### config.mk
export PLATFORM = sky130hd
export DESIGN_NAME = bac_scan_flat
export DESIGN_NICKNAME = d
export VERILOG_FILES = /design/src/hdl/bac_pkg.sv /design/src/hdl/bac_if.sv /design/src/hdl/bac_scan.sv /design/src/flat_wrapper.sv
export SDC_FILE = /design/constraint.sdc
export NUM_CORES = 1
export LEC_CHECK = 0
export BUFFER_PORTS_ARGS = -buffer_cell sky130_fd_sc_hd__clkbuf_2
export CAP_MARGIN = 5
export CORE_UTILIZATION = 40
export DETAILED_ROUTE_END_ITERATION = 10
export SYNTH_ARGS = -nofsm -noshare
export SYNTH_HDL_FRONTEND = slang
export SYNTH_SLANG_ARGS = --single-unit
### constraint.sdc
create_clock -name clock -period 5.4 [get_ports clock]
set_input_delay 0.54 -clock clock [delete_from_list [all_inputs] [get_ports clock]]
set_output_delay 0.54 -clock clock [all_outputs]
set_load 0.005 [all_outputs]
### src/hdl/bac_pkg.sv
`timescale 1ns / 1ps
// Shared types, constants and the edge test for the blocking artifact counter.
// No dependencies.
package bac_pkg;

   localparam int MAX_WIDTH  = 4096;
   localparam int MAX_HEIGHT = 4096;
   localparam int COL_W      = $clog2(MAX_WIDTH);
   localparam int ROW_W      = $clog2(MAX_HEIGHT);

   localparam int PIXEL_W    = 8;
   localparam int THR_W      = 8;
   localparam int SIZE_W     = 13;
   localparam int COUNT_W    = 25;
   localparam int CSR_IDX_W  = 2;
   localparam int CSR_DATA_W = 13;

   // first column / row with a full four-pixel neighborhood behind it
   localparam int EDGE_START = 3;

   localparam logic [THR_W-1:0]  THR_RESET    = THR_W'(30);
   localparam logic [SIZE_W-1:0] WIDTH_RESET  = SIZE_W'(640);
   localparam logic [SIZE_W-1:0] HEIGHT_RESET = SIZE_W'(480);

   typedef enum logic [CSR_IDX_W-1:0] {
      REG_THRESHOLD = 2'd0,
      REG_WIDTH     = 2'd1,
      REG_HEIGHT    = 2'd2
   } csr_index_type;

   typedef struct packed {
      logic [THR_W-1:0] thr;
      logic [COL_W-1:0] col_last;
      logic [ROW_W-1:0] row_last;
      logic             restart;
   } cfg_type;

   typedef struct packed {
      logic [COL_W-1:0] col;
      logic [ROW_W-1:0] row;
      logic             last_col;
      logic             last_row;
   } pos_type;

   typedef struct packed {
      logic [PIXEL_W-1:0] prior;
      logic [PIXEL_W-1:0] second;
      logic [PIXEL_W-1:0] third;
   } row_word_type;

   function automatic logic [PIXEL_W-1:0] sat_sub(input logic [PIXEL_W-1:0] x,
                                                  input logic [PIXEL_W-1:0] y);
      return (x > y) ? PIXEL_W'(x - y) : '0;
   endfunction

   // p: center, n: next, b1: one before, b2: two before
   function automatic logic edge_test(input logic [PIXEL_W-1:0] p,
                                      input logic [PIXEL_W-1:0] n,
                                      input logic [PIXEL_W-1:0] b1,
                                      input logic [PIXEL_W-1:0] b2,
                                      input logic [THR_W-1:0]   thr);
      logic [PIXEL_W-1:0] d;
      logic [PIXEL_W-1:0] a;
      logic [PIXEL_W-1:0] b;
      d = sat_sub(p, n);
      a = sat_sub(d, sat_sub(b1, p));
      b = sat_sub(d, sat_sub(n, b2));
      return (a > thr) && (b > thr);
   endfunction

   function automatic logic [COL_W-1:0] width_last(input logic [SIZE_W-1:0] v);
      if (v == '0) begin
         return '0;
      end else if (int'(v) > MAX_WIDTH) begin
         return COL_W'(MAX_WIDTH - 1);
      end else begin
         return COL_W'(v - SIZE_W'(1));
      end
   endfunction

   function automatic logic [ROW_W-1:0] height_last(input logic [SIZE_W-1:0] v);
      if (v == '0) begin
         return '0;
      end else if (int'(v) > MAX_HEIGHT) begin
         return ROW_W'(MAX_HEIGHT - 1);
      end else begin
         return ROW_W'(v - SIZE_W'(1));
      end
   endfunction

endpackage

### src/hdl/bac_if.sv


interface bac_csr_if;
   logic                           valid;
   logic                           ready;
   logic [bac_pkg::CSR_IDX_W-1:0]  index;
   logic [bac_pkg::CSR_DATA_W-1:0] data;
   modport source (output valid, output index, output data, input ready);
   modport sink   (input valid, input index, input data, output ready);
endinterface

### src/hdl/bac_scan.sv
`timescale 1ns / 1ps
// Configuration registers and raster position counters.
// Depends on bac_pkg and bac_if.
module bac_scan (
   input  logic              clock,
   input  logic              reset,
   bac_csr_if.sink           csr_chan,
   input  logic              advance,
   output bac_pkg::cfg_type  cfg,
   output bac_pkg::pos_type  pos
);

   logic [bac_pkg::THR_W-1:0]  thr_ff;
   logic [bac_pkg::SIZE_W-1:0] width_ff;
   logic [bac_pkg::SIZE_W-1:0] height_ff;
   logic [bac_pkg::COL_W-1:0]  col_ff, col_in;
   logic [bac_pkg::ROW_W-1:0]  row_ff, row_in;
   logic                       csr_wr;
   logic                       restart;

   assign csr_chan.ready = 1'b1;
   assign csr_wr  = csr_chan.valid && csr_chan.ready;
   assign restart = csr_wr && (csr_chan.index inside {bac_pkg::REG_WIDTH, bac_pkg::REG_HEIGHT});

   assign cfg.thr      = thr_ff;
   assign cfg.col_last = bac_pkg::width_last(width_ff);
   assign cfg.row_last = bac_pkg::height_last(height_ff);
   assign cfg.restart  = restart;

   assign pos.col      = col_ff;
   assign pos.row      = row_ff;
   assign pos.last_col = (col_ff == cfg.col_last);
   assign pos.last_row = (row_ff == cfg.row_last);

   always_comb begin
      col_in = col_ff;
      row_in = row_ff;
      if (restart) begin
         col_in = '0;
         row_in = '0;
      end else if (advance) begin
         if (pos.last_col) begin
            col_in = '0;
            row_in = pos.last_row ? '0 : bac_pkg::ROW_W'(row_ff + 1'b1);
         end else begin
            col_in = bac_pkg::COL_W'(col_ff + 1'b1);
         end
      end
   end

   always_ff @(posedge clock) begin
      if (reset) begin
         thr_ff    <= bac_pkg::THR_RESET;
         width_ff  <= bac_pkg::WIDTH_RESET;
         height_ff <= bac_pkg::HEIGHT_RESET;
         col_ff    <= '0;
         row_ff    <= '0;
      end else begin
         col_ff <= col_in;
         row_ff <= row_in;
         if (csr_wr) begin
            case (csr_chan.index)
               bac_pkg::REG_THRESHOLD: thr_ff    <= csr_chan.data[bac_pkg::THR_W-1:0];
               bac_pkg::REG_WIDTH:     width_ff  <= csr_chan.data;
               bac_pkg::REG_HEIGHT:    height_ff <= csr_chan.data;
               default: ;
            endcase
         end
      end
   end

endmodule

### src/flat_wrapper.sv
// flat-port wrapper written by rule: the top's interface ports become plain ports
module bac_scan_flat 
  (clock, reset, advance, cfg, pos, csr_chan_valid, csr_chan_index, csr_chan_data, csr_chan_ready);
  bac_csr_if csr_chan_i ();
  input  logic clock;
  input  logic reset;
  input  logic advance;
  output bac_pkg::cfg_type cfg;
  output bac_pkg::pos_type pos;
  input wire logic [$bits(csr_chan_i.valid)-1:0] csr_chan_valid;
  input wire logic [$bits(csr_chan_i.index)-1:0] csr_chan_index;
  input wire logic [$bits(csr_chan_i.data)-1:0] csr_chan_data;
  output wire logic [$bits(csr_chan_i.ready)-1:0] csr_chan_ready;
  assign csr_chan_i.valid = csr_chan_valid;
  assign csr_chan_i.index = csr_chan_index;
  assign csr_chan_i.data = csr_chan_data;
  assign csr_chan_ready = csr_chan_i.ready;
  bac_scan u_core (.clock(clock), .reset(reset), .csr_chan(csr_chan_i), .advance(advance), .cfg(cfg), .pos(pos));
endmodule
# Word level (Yosys, flattened, before mapping)
# Cells that the tools add are included.
dict set report op_classes {
  n_addsub 4
  mul 0
  div_mod_pow 0
  magnitude_cmp 2
  n_eq_ne 4
  shifts 0
  muxes 6
  n_bitwise 0
  reduce_logical 10
}
# op count
set op_table {}
lappend op_table {{12-bit 2-to-1 mux} 6}
lappend op_table {{13-bit > comparator (second input constant)} 2}
lappend op_table {{13-bit logical NOT} 2}
lappend op_table {{12-bit by 1-bit adder with 12-bit output (second input constant)} 2}
lappend op_table {{12-bit == test} 2}
lappend op_table {{12-bit by 1-bit subtractor with 12-bit output (second input constant)} 2}
lappend op_table {{2-bit AND reduction} 4}
lappend op_table {{2-bit by 1-bit == test with 1-bit output (second input constant)} 1}
lappend op_table {{2-bit == test (second input constant)} 1}
lappend op_table {{2-bit logical NOT} 1}
lappend op_table {{2-bit nonzero test} 1}
lappend op_table {{2-bit OR reduction} 1}
lappend op_table {{1-bit logical AND} 1}
dict set report word_totals {
  ff_bits 58
  latch_bits 0
  mem_bits_rw 0
  mem_bits_ro 0
  input_bits 19
  out_inout_bits 60
  wordCells 31
  n_memories 0
}

# Depth between registers and ports, before layout
dict set report depth {
  depth_word 5
  mapped_depth 14
}

# Worst setup path after synthesis
# No wires, ideal clock.
dict set report synth_path {
  path_kind {flip-flop to flip-flop}
  start {register u_core.height_ff[0] (netlist bit)}
  end {register u_core.row_ff[8] (netlist bit)}
  setup_time_ns 0.122
  arrival_ns 3.870
  setup_slack_ns 1.408
  stages_incl_launch_ff 15
  path_buffers 3
  path_cell_list {dfxtp_1 clkbuf_1 inv_1 ha_1 or3b_2 or4_4 buf_6 a21oi_1 mux2i_1 o311a_1 or4_1 or4_1 and3_1 buf_2 a221o_1}
}
dict set report synth_between {
  elab_chain_cells 5
}
# item line_no
set synth_rtl {}
lappend synth_rtl {{start, declared} bac_scan.sv:15} ;# logic [bac_pkg::SIZE_W-1:0] height_ff;
lappend synth_rtl {{start signal, assigned} bac_scan.sv:55} ;# height_ff <= bac_pkg::HEIGHT_RESET;
lappend synth_rtl {{start signal, assigned} bac_scan.sv:65} ;# bac_pkg::REG_HEIGHT: height_ff <= csr_chan.data;
lappend synth_rtl {{12-bit by 1-bit subtractor with 12-bit output or 13-bit > comparator (tied branches)} {bac_pkg.sv:87, bac_pkg.sv:84}}
lappend synth_rtl {{12-bit 2-to-1 mux} bac_pkg.sv:84} ;# end else if (int'(v) > MAX_HEIGHT) begin
lappend synth_rtl {{12-bit 2-to-1 mux (*)} bac_pkg.sv:82} ;# if (v == '0) begin
lappend synth_rtl {{12-bit == test (*)} bac_scan.sv:33} ;# assign pos.last_row = (row_ff == cfg.row_last);
lappend synth_rtl {{12-bit 2-to-1 mux (*)} bac_scan.sv:44} ;# row_in = pos.last_row ? '0 : bac_pkg::ROW_W'(row_ff + 1'b1);
lappend synth_rtl {{end signal, assigned} bac_scan.sv:60} ;# row_ff <= row_in;
lappend synth_rtl {{end, declared} bac_scan.sv:17} ;# logic [bac_pkg::ROW_W-1:0] row_ff, row_in;
# Mark *: on every way between the ends. The rest lies on a longest branch, timed or not.
# A chain may end at the register's enable or synchronous reset.

==> flow_summary.html <==
<table>
<tr><th>Metric</th><th>Value</th></tr>
<tr><th colspan="2">Status</th></tr>
<tr><td>Result of the run</td><td>complete, no violations</td></tr>
<tr><th colspan="2">Worst hold path</th></tr>
<tr><td>Min-delay src</td><td>csr_chan_data[12]</td></tr>
<tr><td>Classification of the worst-slack hold path</td><td>input port to flop</td></tr>
<tr><th colspan="2">Synth</th></tr>
<tr><td>Post-synth top cells</td><td>sky130_fd_sc_hd__nand2_1, sky130_fd_sc_hd__dfxtp_1, sky130_fd_sc_hd__a21oi_1, sky130_fd_sc_hd__nor2_1, sky130_fd_sc_hd__clkbuf_1</td></tr>
<tr><td>Top post-synthesis cells by area</td><td>sky130_fd_sc_hd__dfxtp_1, sky130_fd_sc_hd__nand2_1, sky130_fd_sc_hd__a21oi_1, sky130_fd_sc_hd__nor2_1, sky130_fd_sc_hd__xnor2_1</td></tr>
<tr><td>Most frequent cell after synthesis</td><td>sky130_fd_sc_hd__nand2_1</td></tr>
<tr><td>Share of synthesized area occupied by flip-flops and latches</td><td>0.267</td></tr>
<tr><td>Proportion of register bits with asynchronous set or reset after synthesis</td><td>0</td></tr>
<tr><td>Synth area leader</td><td>sky130_fd_sc_hd__dfxtp_1</td></tr>
<tr><td>FF+latch count, synth</td><td>58</td></tr>
<tr><td>Post-Syn Nets</td><td>625</td></tr>
<tr><td>Number of enable-type register cells in the synthesized netlist</td><td>0</td></tr>
<tr><td>Cell area after synthesis</td><td>4350 um2</td></tr>
<tr><td>Syn Inst Count</td><td>597</td></tr>
<tr><td>Warning count from the yosys run</td><td>0</td></tr>
<tr><td>Flip-flop cell with the highest count after synthesis</td><td>sky130_fd_sc_hd__dfxtp_1</td></tr>
<tr><td>Portion of synthesized cell area occupied by the leading cell type</td><td>0.267</td></tr>
<tr><td>Average cell area after synthesis</td><td>7.29 um2</td></tr>
<tr><td>Number of library cell types mapped by synthesis</td><td>75</td></tr>
<tr><th colspan="2">Critical path</th></tr>
<tr><td>Maximum fanout along the worst path</td><td>11</td></tr>
<tr><td>Critical path endpoint category</td><td>output port</td></tr>
<tr><td>Worst path arrival time</td><td>4040 ps</td></tr>
<tr><td>Type of element launching the critical path</td><td>flop</td></tr>
<tr><td>Reg2Reg Capture Point</td><td>u_core.row_ff[8]</td></tr>
<tr><td>Critical Path Sink</td><td>pos[0]</td></tr>
<tr><td>Flop2flop setup slack</td><td>1240 ps</td></tr>
<tr><td>Worst flop-to-flop path startpoint</td><td>u_core.height_ff[0]</td></tr>
<tr><td>Critical path class</td><td>flop to output port</td></tr>
<tr><td>Launch point of the worst path</td><td>u_core.height_ff[0]</td></tr>
<tr><td>Register-to-Register Path Depth</td><td>11</td></tr>
<tr><td>WP data required</td><td>4860 ps</td></tr>
<tr><th colspan="2">Finish</th></tr>
<tr><td>Core occupancy in the finished layout</td><td>0.476</td></tr>
<tr><td>Final net count</td><td>668</td></tr>
<tr><td>Area delta synth-&gt;final</td><td>13.8%</td></tr>
<tr><td>Ratio of cells with drive above 1 in the final layout</td><td>0.183</td></tr>
<tr><td>FILL cells</td><td>1082</td></tr>
<tr><td>Antenna diodes</td><td>0</td></tr>
<tr><th colspan="2">Clocking</th></tr>
<tr><td>Clock H-tree levels</td><td>3</td></tr>
<tr><td>Number of clock sinks</td><td>58</td></tr>
<tr><td>Inserted Clock Buffers</td><td>9</td></tr>
<tr><td>Worst skew pair latency</td><td>350 ps</td></tr>
<tr><td>Maximum clock path buffer count</td><td>2</td></tr>
<tr><td>Master cell of the clock root buffer</td><td>sky130_fd_sc_hd__clkbuf_8</td></tr>
<tr><td>Count of cells resized by post-cts repair</td><td>0</td></tr>
<tr><td>CTS Hold Buffers Added</td><td>0</td></tr>
<tr><td>CTS tree</td><td>done</td></tr>
<tr><td>CTS clock-pin slew for the worst setup and hold paths</td><td>70 ps</td></tr>
<tr><td># Post-CTS Setup Buffers</td><td>0</td></tr>
<tr><th colspan="2">Power</th></tr>
<tr><td>VDD IR max</td><td>0.167 mV</td></tr>
<tr><td>PD cells</td><td>229 nW/um2</td></tr>
<tr><td>Leakage</td><td>1.96 nW</td></tr>
<tr><th colspan="2">Placed design</th></tr>
<tr><td>Global placement routability congestion</td><td>0.909</td></tr>
<tr><td>Port buffer count</td><td>77</td></tr>
<tr><td>Hpwl dp</td><td>9.86 mm</td></tr>
<tr><th colspan="2">STA</th></tr>
<tr><td>F_max</td><td>218 MHz</td></tr>
<tr><td>Count of endpoints failing setup in the final report</td><td>0</td></tr>
<tr><td>Crit path time final</td><td>4580 ps</td></tr>
<tr><td>Unrepaired setup endpoints after global routing</td><td>false</td></tr>
<tr><td>Setup TNS</td><td>0 ps</td></tr>
<tr><td>Relative max-transition margin</td><td>0.405</td></tr>
<tr><td>Clock Skews</td><td>9.35 ps</td></tr>
<tr><td>Fin. max-slew vios</td><td>0</td></tr>
<tr><td>Period utilization</td><td>0.848</td></tr>
<tr><td>Number of hold violations in the final report</td><td>0</td></tr>
<tr><td>Transition time of the tightest slew-check pin</td><td>892 ps</td></tr>
<tr><th colspan="2">Global routing</th></tr>
<tr><td>Via count of the first global-routing pass</td><td>4230</td></tr>
<tr><td>Maximum number of pins on one net before global-route repair</td><td>37</td></tr>
<tr><td>Initial antenna violation count</td><td>0</td></tr>
<tr><td>Combined global-route utilization of all metal layers</td><td>0.236</td></tr>
<tr><td>Total global routing overflow</td><td>0</td></tr>
<tr><td>Wire length of the first global-routing pass</td><td>21.0 mm</td></tr>
<tr><th colspan="2">Floorplan</th></tr>
<tr><td>Site Rows</td><td>37</td></tr>
<tr><td>Die height</td><td>106 um</td></tr>
<tr><td>Initial core utilization</td><td>0.418</td></tr>
<tr><td>Die Area</td><td>11300 um2</td></tr>
<tr><td>Core ar.</td><td>10400 um2</td></tr>
<tr><td>Ports placed on the boundary</td><td>79</td></tr>
<tr><td>Horizontal die dimension</td><td>106 um</td></tr>
<tr><th colspan="2">Detailed routing</th></tr>
<tr><td>Vias per std cell</td><td>5.87</td></tr>
<tr><td>Total detailed-routing wirelength</td><td>12.9 mm</td></tr>
<tr><td>Final antenna-violating net count</td><td>0</td></tr>
<tr><td>Total number of vias</td><td>4586</td></tr>
<tr><td>Routed wire per std cell</td><td>16.5 um</td></tr>
<tr><td>Router iterations before antenna repair</td><td>5</td></tr>
<tr><td>DR iter-0 viols</td><td>395</td></tr>
<tr><td>Number of remaining DRC errors</td><td>0</td></tr>
<tr><th colspan="2">Run</th></tr>
<tr><td>Max Cap Violations</td><td>0</td></tr>
</table>
[layout by cell type, fill, tap and decap left out, drive strengths merged, types with 4 or more instances in the layout]
cell type and count:
nand2 96, clkbuf 90, dfxtp 58, a21oi 44
nor2 43, o21ai 33, inv 25, nand3 21
xnor2 18, and3 14, nor3 13, or4 13
nand3b 11, xor2 11, nor4 11, or3 9
and2 9, ha 9, nand4 7, nand2b 6
a211oi 6, a211o 6, o2111ai 5, a31oi 5
a22o 5, or2 4, o22ai 4
[worst max-delay path, stage by stage, from the launching register on]
cell                       delay (ps)
sky130_fd_sc_hd__dfxtp_1          370
sky130_fd_sc_hd__inv_1            150
sky130_fd_sc_hd__ha_1             230
sky130_fd_sc_hd__or3b_2           500
sky130_fd_sc_hd__or4_4            510
sky130_fd_sc_hd__a21oi_1          210
sky130_fd_sc_hd__mux2i_1          120
sky130_fd_sc_hd__o311a_1          300
sky130_fd_sc_hd__or4_1            520
sky130_fd_sc_hd__or4_1            570
sky130_fd_sc_hd__inv_1            100
sky130_fd_sc_hd__clkbuf_2         110
[logic make-up after synthesis]
| kind of cell | after synthesis | share of synthesized area |
|---|---|---|
| multiplexers | 6 | 0.0147 |
| buffers and inverters | 72 | 0.0713 |
| adder cells (fa/ha/maj) | 10 | 0.0282 |
| other | 1 | 0.000861 |
| AND/OR/NAND/NOR | 271 | 0.330 |
| flip-flops | 58 | 0.267 |
| AO/OA/AOI/OAI | 150 | 0.230 |
| XOR/XNOR | 29 | 0.0583 |
[layout make-up]
cell class / count / area, um2 / share of cell area
inverter: 25 / 93.8 / 0.0189
clock inverter: 3 / 68.8 / 0.0139
sequential: 58 / 1160 / 0.234
tap: 136 / 170 / 0.0343
clock buffer: 13 / 179 / 0.0361
multi-input combinational: 467 / 2880 / 0.582
timing repair buffer: 79 / 400 / 0.0808
[how the worst min path moves through the flow]
stage	end	slack [ps]	depth (start not counted)
after floorplan	u_core.thr_ff[0]	450	2
after global placement	u_core.thr_ff[7]	450	2
after detailed placement	u_core.thr_ff[7]	450	2
after CTS	u_core.width_ff[12]	410	3
after global routing	u_core.width_ff[12]	420	3
final	u_core.width_ff[12]	430	3
[where the power goes]
part | leakage [nW] | switching, mW | total, mW | internal, mW
clock | 0.126 | 0.174 | 0.485 | 0.311
combinational | 1.37 | 0.115 | 0.191 | 0.0760
sequential | 0.471 | 0.0203 | 0.459 | 0.439
[metal layers]
layer,part of all wire,global-route usage,vias to the layer above
li1,-,-,2232
met1,0.45,0.306,2150
met2,0.46,0.379,179
met3,0.066,0.0460,25
met4,0.023,0.0972,0
met5,0,0,-
[through the flow]
stage	cells	area, um2	worst slack (ps)	hold WS [ps]	power, mW
final	781	4960	822	431	1.14
after global routing	781	4960	627	417	1.19
after CTS	781	4960	845	407	1.15
after detailed placement	765	4710	1240	454	0.657
after global placement	765	4710	1320	446	0.655
after floorplan	597	4350	1410	453	0.595
[flip-flops by register name (all words and copies together) (netlist names)]
| name | flops |
|---|---|
| u_core.col_ff | 12 |
| u_core.height_ff | 13 |
| u_core.row_ff | 12 |
| u_core.thr_ff | 8 |
| u_core.width_ff | 13 |
Power figures use the tool's default switching activity.
